<file path="src/hw/rtl/xtea_pkg.sv">
package xtea_pkg;

  // Word width of the block halves and of each key word.
  localparam int unsigned WORD_W = 32;
  localparam int unsigned KEY_WORDS = 4;

  // Round constant and default number of cycles (two half-rounds each).
  localparam logic [WORD_W-1:0] XTEA_DELTA = 32'h9E37_79B9;
  localparam int unsigned ROUND_CYCLES_DEF = 32;

  // Key index selection: low bits of the sum, or the two bits from bit 11 up.
  localparam int unsigned KEY_SEL_SHIFT = 11;
  localparam logic [1:0] KEY_SEL_MASK = 2'd3;

  // Configuration address width and register indexes.
  localparam int unsigned CFG_ADDR_W = 4;
  localparam logic [1:0] REG_KEY_WORD0 = 2'd0;
  localparam logic [1:0] REG_KEY_WORD1 = 2'd1;
  localparam logic [1:0] REG_KEY_WORD2 = 2'd2;
  localparam logic [1:0] REG_KEY_WORD3 = 2'd3;

  // Request kinds carried in tuser.
  localparam logic REQ_ENCRYPT = 1'b0;
  localparam logic REQ_DECRYPT = 1'b1;

  typedef logic [KEY_WORDS-1:0][WORD_W-1:0] xtea_key_t;

  // Payload that travels down the chain of half-round cells.
  typedef struct packed {
    logic              req_type;
    logic [WORD_W-1:0] block_word0;
    logic [WORD_W-1:0] block_word1;
  } xtea_stage_t;

  // Running sum after n steps of delta, modulo 2^32.
  function automatic logic [WORD_W-1:0] round_sum(input int unsigned n);
    logic [2*WORD_W-1:0] prod;
    prod = (2*WORD_W)'(n) * (2*WORD_W)'(XTEA_DELTA);
    return prod[WORD_W-1:0];
  endfunction

endpackage

</file>
<file path="src/hw/rtl/xtea_key_regs.sv">
module xtea_key_regs (
  input  logic                              clk,
  input  logic                              rst_n,
  input  logic                              cfg_psel,
  input  logic                              cfg_penable,
  input  logic                              cfg_pwrite,
  input  logic [xtea_pkg::CFG_ADDR_W-1:0]   cfg_paddr,
  input  logic [xtea_pkg::WORD_W-1:0]       cfg_pwdata,
  output logic [xtea_pkg::WORD_W-1:0]       cfg_prdata,
  output logic                              cfg_pready,
  output xtea_pkg::xtea_key_t               key
);
  import xtea_pkg::*;

  xtea_key_t  key_r;
  xtea_key_t  key_nxt;
  logic       wr_en;
  logic [1:0] reg_idx;

  assign cfg_pready = 1'b1;
  assign wr_en      = cfg_psel & cfg_penable & cfg_pwrite;
  assign reg_idx    = cfg_paddr[3:2];

  // A write transfer replaces the addressed key word.
  always_comb begin
    key_nxt = key_r;
    if (wr_en) begin
      unique case (reg_idx)
        REG_KEY_WORD0: key_nxt[0] = cfg_pwdata;
        REG_KEY_WORD1: key_nxt[1] = cfg_pwdata;
        REG_KEY_WORD2: key_nxt[2] = cfg_pwdata;
        REG_KEY_WORD3: key_nxt[3] = cfg_pwdata;
        default:       key_nxt = key_r;
      endcase
    end
  end

  always_ff @(posedge clk) begin
    if (!rst_n) begin
      key_r <= '0;
    end else begin
      key_r <= key_nxt;
    end
  end

  // Read data follows the address.
  always_comb begin
    unique case (reg_idx)
      REG_KEY_WORD0: cfg_prdata = key_r[0];
      REG_KEY_WORD1: cfg_prdata = key_r[1];
      REG_KEY_WORD2: cfg_prdata = key_r[2];
      REG_KEY_WORD3: cfg_prdata = key_r[3];
      default:       cfg_prdata = '0;
    endcase
  end

  assign key = key_r;

endmodule

</file>
<file path="config.mk">
export PLATFORM = sky130hd
export DESIGN_NAME = xtea_key_regs
export DESIGN_NICKNAME = d
export VERILOG_FILES = /design/src/hw/rtl/xtea_pkg.sv /design/src/hw/rtl/xtea_key_regs.sv
export SDC_FILE = /design/constraint.sdc
export NUM_CORES = 1
export LEC_CHECK = 0
export BUFFER_PORTS_ARGS = -buffer_cell sky130_fd_sc_hd__buf_4
export CORE_ASPECT_RATIO = 0.9
export CORE_UTILIZATION = 49
export DETAILED_ROUTE_END_ITERATION = 7
export GPL_TIMING_DRIVEN = 1
export PLACE_DENSITY = 0.86
export SLEW_MARGIN = 15
export SYNTH_ARGS = -nofsm -noshare
export SYNTH_HDL_FRONTEND = slang
export SYNTH_SLANG_ARGS = --single-unit
</file>
<file path="constraint.sdc">
create_clock -name clk -period 1.53 [get_ports clk]
set_input_delay 0.153 -clock clk [delete_from_list [all_inputs] [get_ports clk]]
set_output_delay 0.153 -clock clk [all_outputs]
set_load 0.02 [all_outputs]
</file>
# Word level (Yosys, flattened, before mapping)
# Index checks and enable logic that the tools add are counted.
[totals] regBits=128 input_bits=41 out_inout_bits=161 elab_cells=15
[op_classes] n_eq_ne=3 muxes=1 bitwise=2 reduce_logical=5
[ops] cell="one-hot mux 32 bit (4 select lines)" n=1
[ops] cell="AND reduction 2 bit" n=4
[ops] cell="equality test 2 bit (second input constant)" n=2
[ops] cell="bitwise AND 1 bit" n=2
[ops] cell="equality test 2 x 1 -> 1 bit (second input constant)" n=1
[ops] cell="zero test 2 bit" n=1

# Longest topological paths before layout
[logic_depth] depth_word=3 depth_mapped=6 depth_no_buf=3

# Worst setup path before layout
# No wires, ideal clock.
[synth_timing] path_kind="input to output" from="input cfg_paddr[3] in the netlist's numbering" to="output cfg_prdata[0] in the netlist's numbering" t_arrival_ns=1.201 required_time_ns=1.377 setup_slack_ns=0.176 cell_stages=4 path_buffers=3 path_cell_list="buf_4 > buf_2 > buf_2 > mux4_2"
[synth_between] elab_chain_cells=2 elab_cells_between_ends=5 classes_between="3 x eq/ne; 1 x mux; 1 x reduce/logical"
[synth_lines] element="start, declared" line="xtea_key_regs.sv:7" text="input logic [xtea_pkg::CFG_ADDR_W-1:0] cfg_paddr,"
[synth_lines] element="equality test 2 bit, or another cell as far along" line="xtea_key_regs.sv:48" text="unique case (reg_idx)"
[synth_lines] element="one-hot mux 32 bit (4 select lines) *" line="xtea_key_regs.sv:48"
[synth_lines] element="end, declared" line="xtea_key_regs.sv:9" text="output logic [xtea_pkg::WORD_W-1:0] cfg_prdata,"
# Every way passes the cells marked *; elsewhere a longest branch is shown, timed or not.

# Final worst setup path
[layout_timing] from="register key_r, in the netlist key[110]" to="output cfg_prdata[14] in the netlist's numbering"
[layout_between] elab_chain_cells=1
[layout_lines] element="start, declared" line="xtea_key_regs.sv:15" text="xtea_key_t key_r;"
[layout_lines] element="start signal, assigned" line="xtea_key_regs.sv:42" text="key_r <= key_nxt;"
[layout_lines] element="one-hot mux 32 bit (4 select lines)" line="xtea_key_regs.sv:48"
# No other way between the ends.

==> flow_summary_export.csv <==
group,metric,value,unit
status,status,"finished, final reports clean",
route,viasPerCell,5.34,
hold_path,worstHoldPathCells,3,
clock_tree,tritoncts,"done",
synth,post_synth.cell_area_avg,11.0,sq um
sta,setup_ws,0.00862,ns
sta,period_minus_slack,1.52,ns
grt,grt_max_degree,71,
grt,antenna_found_initial,0,
place,gp_congestion,0.764,
finish,layout_commonest_cell,"buf_4",
power_and_ir_drop,p_per_area,1030,nW/um^2
clock_tree,clk-insertion-delay-late,0.40,ns
synth,yosys.area_share.simple,11.7,%
synth,syn-cell-area,5470,sq um
route,drt_iter0_markers,328,
clock_tree,cts_buffers,17,
finish,final_cell_mix,"buf_4, nand2_1, mux2i_1, dfxtp_2, dfxtp_1",
finish,n_antenna_cell,0,
setup_path,crit_type,"register to output pin",
route,wl_per_cell,18.3,um
synth,synthesis.nets,538,
setup_path,worstPathArrival,1.37,ns
floorplanning,die_area,11600,sq um
clock_tree,cts.path.max_buffers,2,
finish,fillers,671,
clock_tree,ctsHoldBuffers,0,
setup_path,cp-end-kind,"output pin",
grt,grt_pass1_wl,23200,um
clock_tree,clkTransAtPathRegs,0.06,ns
clock_tree,cts_sinks,128,
power_and_ir_drop,leakagePower,3.89,nW
floorplanning,core_area,10900,sq um
setup_path,cp-start-kind,"register",
setup_path,rr_worst_depth,4,
sta,rsz0062_at_grt,"yes",
clock_tree,htree_levels,4,
setup_path,critPathMaxFanout,2,
floorplanning,die_x,113,um
synth,synthCells,497,
route,ant_nets,0,
floorplanning,die_h,102,um
finish,area_growth,50.3,%
finish,largest_reg_flops,128,
route,drc,0,
sta,skew,0,ns
synth,synth_xor_xnor_area_share,0,%
place,io_buffers,198,
floorplanning,start_util,50.4,%
place,pre_cts_slack,0.109,ns
hold_path,hold_class,"primary input to register",
synth,synth_top_family_by_area,"multiplexers",
sta,report.final.slew_viol_count,0,
route,drtPass1Iterations,5,
grt,first_global_vias,4527,
place,post-dp-hpwl,10000,um
sta,whs,0.0728,ns
floorplanning,io_pins,202,
finish,fin_nets,761,
synth,synth_mux_area_share,36.6,%
job,cap_violations,0,
finish,drive_above_1_share,54.1,%
grt,grt_use_total,26.3,%
clock_tree,root_buffer,"clkbuf_16",
synth,synthAdderAreaFrac,0,%
synth,synth_cell_type_count,16,
synth,synth-seq-cells,128,
synth,ys_warn_count,0,
sta,hold_viol,0,
grt,gr-total-overflow,0,
route,wl,16100,um
sta,setup_viol,0,
power_and_ir_drop,ir_drop,697,uV
power_and_ir_drop,p_total,8.44,mW
sta,period_share,99.4,%
sta,fmax,0.657,GHz
synth,yosysSeqAreaShare,46.8,%
synth,synth_compound_area_share,0,%
setup_path,worstPathRequired,1.38,ns
floorplanning,fp-row-count,36,
route,num_vias,4724,
## through the flow
step / instance area (sq um) / util [%] / instances / setup TNS [ns]
after global routing: 8220 / 75.7 / 884 / -0.326
after floorplan: 5470 / - / 497 / 0
after global placement: 7140 / 65.8 / 825 / 0
final: 8220 / 75.7 / 884 / 0
after detailed placement: 7140 / 65.8 / 825 / 0
after CTS: 8000 / 73.7 / 869 / -0.00821
## cell families (layout without fill, tap and decap cells)
group	count (synthesis)	in the layout
other cells	1	1
flops	128	128
buf+inv	42	277
mux	160	160
simple gates	166	166
## worst paths after layout
check / from / to / slack [ns]
worst max register to register: key[99] / key[99] / 0.65
worst max-delay path: key[110] / cfg_prdata[14] / 0.009
worst min register to register: key[77] / key[77] / 0.47
worst min-delay path: cfg_pwdata[11] / key[107] / 0.07
## cell usage after synthesis
cell type	number	area (sq um)
nand2_1	160	601
dfxtp_1	128	2560
mux2i_1	128	1280
mux4_2	32	721
clkbuf_1	14	52.6
buf_2	11	55.1
buf_4	8	60.1
buf_6	8	90.1
conb_1	1	3.75
inv_2	1	3.75
nand3_1	1	5.00
nand4_1	1	6.26
nor2_2	1	6.26
nor3_2	1	10.0
or2_1	1	6.26
or3_1	1	6.26
## final cells by class
class	count	area, sq um	share of cell area (%)
flip-flops and latches	128	2670	32.4
multi-input cells	327	2660	32.3
repair buffers	245	2060	25.1
clock buffers	17	425	5.18
clock inverters	14	216	2.63
well taps	152	190	2.31
inverters	1	3.75	0.0457
## per-layer routing
| metal | GRT usage [%] | share of wire, % |
|---|---|---|
| met1 | 29.6 | 39 |
| met5 | 0 | 0 |
| met2 | 47.6 | 54 |
| met4 | 14.0 | 2.1 |
| met3 | 5.22 | 5.3 |
## critical path, cell delays in order (launching register included)
cell and delay (ns):
dfxtp_2 0.32, mux4_2 0.49, buf_6 0.15
## timing repair
item                                    4_1_cts  5_1_grt
gates resized for setup                      57       58
buffers inserted                             13       15
pin swaps                                     0        0
hold endpoints to repair                      0        0
endpoints found under the setup margin       24       32
## report_power, final
group	total, mW	internal (mW)	switching [mW]
logic	0.636	0.289	0.348
registers	3.42	3.38	0.0369
clock network	4.38	2.88	1.50
total	8.44	6.55	1.88
No activity file was read; power rests on OpenSTA's default activity.
