==> src/hw/rtl/xtea_pkg.sv <==
package xtea_pkg;

  // Word width of the block halves and of each key word.
  localparam int unsigned WORD_W = 32;
  localparam int unsigned KEY_WORDS = 4;

  // Round constant and default number of cycles (two half-rounds each).
  localparam logic [WORD_W-1:0] XTEA_DELTA = 32'h9E37_79B9;
  localparam int unsigned ROUND_CYCLES_DEF = 32;

  // Key index selection: low bits of the sum, or the two bits from bit 11 up.
  localparam int unsigned KEY_SEL_SHIFT = 11;
  localparam logic [1:0] KEY_SEL_MASK = 2'd3;

  // Configuration address width and register indexes.
  localparam int unsigned CFG_ADDR_W = 4;
  localparam logic [1:0] REG_KEY_WORD0 = 2'd0;
  localparam logic [1:0] REG_KEY_WORD1 = 2'd1;
  localparam logic [1:0] REG_KEY_WORD2 = 2'd2;
  localparam logic [1:0] REG_KEY_WORD3 = 2'd3;

  // Request kinds carried in tuser.
  localparam logic REQ_ENCRYPT = 1'b0;
  localparam logic REQ_DECRYPT = 1'b1;

  typedef logic [KEY_WORDS-1:0][WORD_W-1:0] xtea_key_t;

  // Payload that travels down the chain of half-round cells.
  typedef struct packed {
    logic              req_type;
    logic [WORD_W-1:0] block_word0;
    logic [WORD_W-1:0] block_word1;
  } xtea_stage_t;

  // Running sum after n steps of delta, modulo 2^32.
  function automatic logic [WORD_W-1:0] round_sum(input int unsigned n);
    logic [2*WORD_W-1:0] prod;
    prod = (2*WORD_W)'(n) * (2*WORD_W)'(XTEA_DELTA);
    return prod[WORD_W-1:0];
  endfunction

endpackage

==> src/hw/rtl/xtea_cell.sv <==
module xtea_cell #(
  parameter int unsigned STAGE        = 0,
  parameter int unsigned ROUND_CYCLES = xtea_pkg::ROUND_CYCLES_DEF
) (
  input  logic                  clk,
  input  logic                  rst_n,
  input  logic                  en,
  input  xtea_pkg::xtea_key_t   key,
  input  logic                  valid_in,
  input  xtea_pkg::xtea_stage_t stage_in,
  output logic                  valid_out,
  output xtea_pkg::xtea_stage_t stage_out
);
  import xtea_pkg::*;

  // Which half-round of which cycle this cell performs, in both directions.
  localparam int unsigned ODD = STAGE % 2;
  localparam int unsigned CYC = STAGE / 2;
  localparam logic [WORD_W-1:0] SUM_ENC = round_sum(CYC + ODD);
  localparam logic [WORD_W-1:0] SUM_DEC = round_sum(ROUND_CYCLES - CYC - ODD);
  localparam logic [1:0] KI_ENC = (ODD == 1) ?
      SUM_ENC[KEY_SEL_SHIFT+1:KEY_SEL_SHIFT] : (SUM_ENC[1:0] & KEY_SEL_MASK);
  localparam logic [1:0] KI_DEC = (ODD == 1) ?
      (SUM_DEC[1:0] & KEY_SEL_MASK) : SUM_DEC[KEY_SEL_SHIFT+1:KEY_SEL_SHIFT];
  localparam logic ODD_BIT = (ODD == 1);

  logic              dec;
  logic              upd_w0;
  logic [WORD_W-1:0] src;
  logic [WORD_W-1:0] dst;
  logic [WORD_W-1:0] mix;
  logic [WORD_W-1:0] rkey;
  logic [WORD_W-1:0] f;
  logic [WORD_W-1:0] dst_new;
  xtea_stage_t       stage_nxt;
  logic              valid_r;
  xtea_stage_t       stage_r;

  // Encryption updates word 0 in even cells; decryption works the other way round.
  assign dec    = (stage_in.req_type == REQ_DECRYPT);
  assign upd_w0 = (dec == ODD_BIT);
  assign src    = upd_w0 ? stage_in.block_word1 : stage_in.block_word0;
  assign dst    = upd_w0 ? stage_in.block_word0 : stage_in.block_word1;

  // Half-round function.
  assign mix     = ((src << 4) ^ (src >> 5)) + src;
  assign rkey    = dec ? (SUM_DEC + key[KI_DEC]) : (SUM_ENC + key[KI_ENC]);
  assign f       = mix ^ rkey;
  assign dst_new = dec ? (dst - f) : (dst + f);

  always_comb begin
    stage_nxt = stage_in;
    if (upd_w0) begin
      stage_nxt.block_word0 = dst_new;
    end else begin
      stage_nxt.block_word1 = dst_new;
    end
  end

  // Stage register; the whole chain moves together.
  always_ff @(posedge clk) begin
    if (!rst_n) begin
      valid_r <= 1'b0;
    end else if (en) begin
      valid_r <= valid_in;
    end
  end

  always_ff @(posedge clk) begin
    if (en) begin
      stage_r <= stage_nxt;
    end
  end

  assign valid_out = valid_r;
  assign stage_out = stage_r;

endmodule

==> config.mk <==
export PLATFORM = sky130hd
export DESIGN_NAME = xtea_cell
export DESIGN_NICKNAME = d
export VERILOG_FILES = /design/src/hw/rtl/xtea_pkg.sv /design/src/hw/rtl/xtea_cell.sv
export SDC_FILE = /design/constraint.sdc
export NUM_CORES = 1
export LEC_CHECK = 0
export ABC_AREA = 1
export BUFFER_PORTS_ARGS = -buffer_cell sky130_fd_sc_hd__buf_4
export CAP_MARGIN = 15
export CORE_ASPECT_RATIO = 2
export CORE_MARGIN = 2
export CORE_UTILIZATION = 30
export DETAILED_ROUTE_END_ITERATION = 7
export PLACE_DENSITY = 0.53
export SYNTH_ARGS = -nofsm -noshare
export SYNTH_HDL_FRONTEND = slang
export SYNTH_SLANG_ARGS = --single-unit
export TNS_END_PERCENT = 1
==> constraint.sdc <==
create_clock -name clk -period 12.73 [get_ports clk]
set_input_delay 2.546 -clock clk [delete_from_list [all_inputs] [get_ports clk]]
set_output_delay 2.546 -clock clk [all_outputs]
set_load 0.01 [all_outputs]
Yosys cells after proc, flatten, opt, wreduce, memory -nomap -nowiden
Index checks and enable logic that the tools add are counted.
- word-level logic and storage cells: 16
- input port bits: 197
- flip-flop bits (word level): 66
- output and inout bits: 66
- bitwise logic cells: 2
- multiplexer cells: 6
- $add $sub $neg: 4
- operators with widths (cell ; count):
    $mux 32 ; 6
    $add 32x32->32 ; 2
    $add 32x32->32 const A ; 1
    $sub 32x32->32 ; 1
    $xor 32x27->32 ; 1
    $xor 32x32->32 ; 1

Longest topological paths before layout
- depth in word-level cells: 7
- depth in mapped cells: 45
- gate-level depth less buffers: 40

Worst setup path before layout
No wires, ideal clock.
- path kind: in2reg
- start point: in stage_in[64] in the netlist's numbering
- end point: reg stage_r (netlist bit stage_out[28]), data pin
- path buffers: 4
- slack: 4.882 ns
- setup time: 0.267 ns
- data required time: 12.463 ns
- data arrival time: 7.581 ns
- stages: 32
- path through: inv_2 > buf_2 > clkbuf_1 > clkbuf_1 > clkbuf_1 > nand2_1 > nand2_1 > ha_1 > fa_1 > xnor2_1 > nand2_1 > nor2_1 > nand3_1 > nor2_2 > nand3_1 > nor2_2 > nand3_2 > nor2_4 > nor2_1 > xor2_1 > ha_1 > a21oi_1 > inv_1 > a31oi_1 > o221ai_1 > inv_1 > nand3_1 > a21oi_1 > o21ai_0 > or2_2 > nand3_1 > o21ai_0
- RTL lines (what ; line ; text):
    start: declaration ; xtea_cell.sv:10 ; input xtea_pkg::xtea_stage_t stage_in,
    end signal: assignment ; xtea_cell.sv:71 ; stage_r <= stage_nxt;
    end: declaration ; xtea_cell.sv:37 ; xtea_stage_t stage_r;

==> results.sh <==
export IMPL_rrSetupSlack_ns=12.07
export IMPL_finalClockSkew_ns=0
export IMPL_synth_area_leaders="nand2_1 (22%), edfxtp_1 (20%), ha_1 (8.4%)"
export IMPL_dpl_hpwl_mm=29.8
export IMPL_fmax_mhz=114
export IMPL_initial_core_util_pct=30.3
export IMPL_cp_max_fo=79
export IMPL_cts_tree="yes"
export IMPL_ys_seq_elements=66
export IMPL_gp_congestion=0.884
export IMPL_cts_repair_resized=0
export IMPL_wl_per_cell_um=15.8
export IMPL_syn_nets=1850
export IMPL_tns_ns=0
export IMPL_power_share_switching_pct=47.9
export IMPL_synth_edf_count=65
export IMPL_die_w_um=131
export IMPL_syn_avg_cell_area_um2=6.14
export IMPL_seqPwrFrac_pct=19.7
export IMPL_initialDrtViolationCount=564
export IMPL_fin_nets=2030
export IMPL_max_cap_violations=0
export IMPL_gr_total_overflow=0
export IMPL_clock_path_buffers=2
export IMPL_ff_latch_area_um2=1970
export IMPL_drt_wl_total_mm=34.7
export IMPL_ys_warn_count=0
export IMPL_post_drt_via_cell_ratio=4.87
export IMPL_yosysTopAreaCell="nand2_1"
export IMPL_ys_types=51
export IMPL_path_clk_slew_ns=0.06
export IMPL_grt_max_degree=87
export IMPL_critical_path_slowest_cell="buf_4"
export IMPL_portBuffers=198
export IMPL_tightestPinTransition_ns=0.950
export IMPL_period_share_pct=69.0
export IMPL_startpoint_type="input pin"
export IMPL_clock_sinks=66
export IMPL_required_ns=12.83
export IMPL_ios=263
export IMPL_vias=10700
export IMPL_slew_viol_final=0
export IMPL_synth_area_um2=9730
export IMPL_numCtsBuffers=9
export IMPL_core_rowCount=93
export IMPL_areaGrowthSynthToFinish_pct=22.6
export IMPL_p_sw_uw=827
export IMPL_htreeDepth=3
export IMPL_ir_drop_v=0.0000794
export IMPL_pwr_share_comb_pct=66.5
export IMPL_postCtsHoldBufs=0
export IMPL_grt_antenna_before_repair=2
export IMPL_maxSlewHeadroom_pct=36.0
export IMPL_final_cells=2200
export IMPL_synthCells=1586
export IMPL_crit_family="simple AND/OR/NAND/NOR gates"
export IMPL_synthTopCellsByCount="nand2_1 (562), inv_1 (179), nand3_1 (130)"
export IMPL_p_leak_uw=0.00620
export IMPL_place_inst=2182
export IMPL_worstPathArrival_ns=8.88
export IMPL_crit_top_cell="nand2_1"
export IMPL_dieArea_um2=34000
export IMPL_p_per_area_nw_per_um2=145
export IMPL_path_class="in -> reg"
export IMPL_cp_slowest_stage_delay_ns=0.58
export IMPL_holdCritPathClass="reg -> reg"
export IMPL_yosys_cell_count_top_type="nand2_1"
export IMPL_nFillCells=3590
export IMPL_cts_root_buf="clkbuf_16"
export IMPL_grt_usage_pct=20.1
export IMPL_period_minus_slack_ns=8.78
export IMPL_clkPwrFrac_pct=13.8
export IMPL_grt_pass1_wl_mm=53.8
export IMPL_dr_pass1_iters=5
export IMPL_cp_buffers_inverters=6
export IMPL_ys_seq_area_share_pct=20.3
export IMPL_antenna_left=0
export IMPL_drive_gt1_share_pct=15.9
export IMPL_ys_flop_type="edfxtp_1"
export IMPL_insertion_delay_ns=0.34
export IMPL_yosysTopAreaCellShare_pct=21.7
export IMPL_outcome="completed"
export IMPL_setup_viol=0
export IMPL_p_int_uw=901
export IMPL_post_cts_setup_buffers=0
export IMPL_drc=0
export IMPL_rsz0062_at_grt="no"
export IMPL_multi_input_area_um2=6920
export IMPL_hold_violations=0
export IMPL_async_flop_share_pct=0
export IMPL_crit_path_end_kind="register"
export IMPL_coreArea_um2=32100
export IMPL_die_h_um=259
export IMPL_grt_pass1_vias=10800
## cell type report
type	count	share of cell area [%]
multi-input combinational	1302	58.0
sequential	66	16.5
timing repair buffer	202	12.7
inverter	185	5.84
tap	427	4.48
clock buffer	9	1.89
clock inverter	7	0.503
antenna	2	0.0419
## worst min-delay path: stages (launching register included)
cell     delay [ns]
dfxtp_1        0.31
o21ai_0        0.16
a21oi_1        0.04
## metal layers
metal / routed length, µm / vias to the layer above / global-route usage [%]
met5: 0 / - / 0
met4: 1500 / 0 / 9.48
met3: 991 / 67 / 1.53
met2: 19400 / 263 / 41.0
met1: 12900 / 4810 / 20.2
li1: - / 5574 / -
## layout by cell type, fill, tap and decap left out, types with 23 or more instances in the layout
cell,n
edfxtp_1,65
a21oi_1,77
nand2_1,562
o21ai_0,125
buf_4,202
ha_1,65
nand3_1,130
xor2_1,58
nor2_1,109
inv_1,179
xnor2_1,23
## flip-flops by register name, indices dropped and copies added, names as in the netlist
name / count
stage_out: 65
valid_out: 1
## path summary, 6_finish.rpt
| kind | depth (start not counted) | from | to |
|---|---|---|---|
| hold / removal | 2 | valid_out | valid_out |
| hold reg to reg | 2 | valid_out | valid_out |
| setup reg to reg | 2 | valid_out | valid_out |
| setup / recovery | 36 | stage_in[64] | stage_out[63] |
## metrics by stage
| stage | instance area [µm²] | hold WS (ns) | utilization (%) | worst slack (ns) | power (µW) |
|---|---|---|---|---|---|
| after global routing | 11900 | 0.597 | 37.2 | 3.26 | 1890 |
| after floorplan | 9730 | 0.555 | - | 4.88 | 1130 |
| final | 11900 | 0.551 | 37.2 | 3.95 | 1730 |
| after CTS | 11900 | 0.554 | 37.1 | 3.93 | 1740 |
| after detailed placement | 11600 | 0.536 | 36.2 | 3.58 | 1490 |
| after global placement | 11600 | 0.524 | 36.2 | 3.68 | 1480 |
## cell families (layout without fill, tap and decap cells)
group | Yosys count | after routing | synth area share (%)
simple gates | 897 | 897 | 39.7
compound gates | 249 | 249 | 14.1
fa+ha+maj | 67 | 67 | 8.77
buf+inv | 218 | 403 | 8.64
xor+xnor | 88 | 88 | 8.46
mux | 1 | 1 | 0.103
flops | 66 | 66 | 20.3
other cells | 0 | 2 | 0
## power groups by stage
stage | Clock, µW | Combinational, µW | Sequential (µW)
after floorplan | 0 | 749 | 377
after CTS | 246 | 1150 | 342
after global routing | 252 | 1290 | 347
after global placement | 0 | 1130 | 345
final | 239 | 1150 | 340
after detailed placement | 0 | 1150 | 346
No activity file was read; power rests on OpenSTA's default activity.
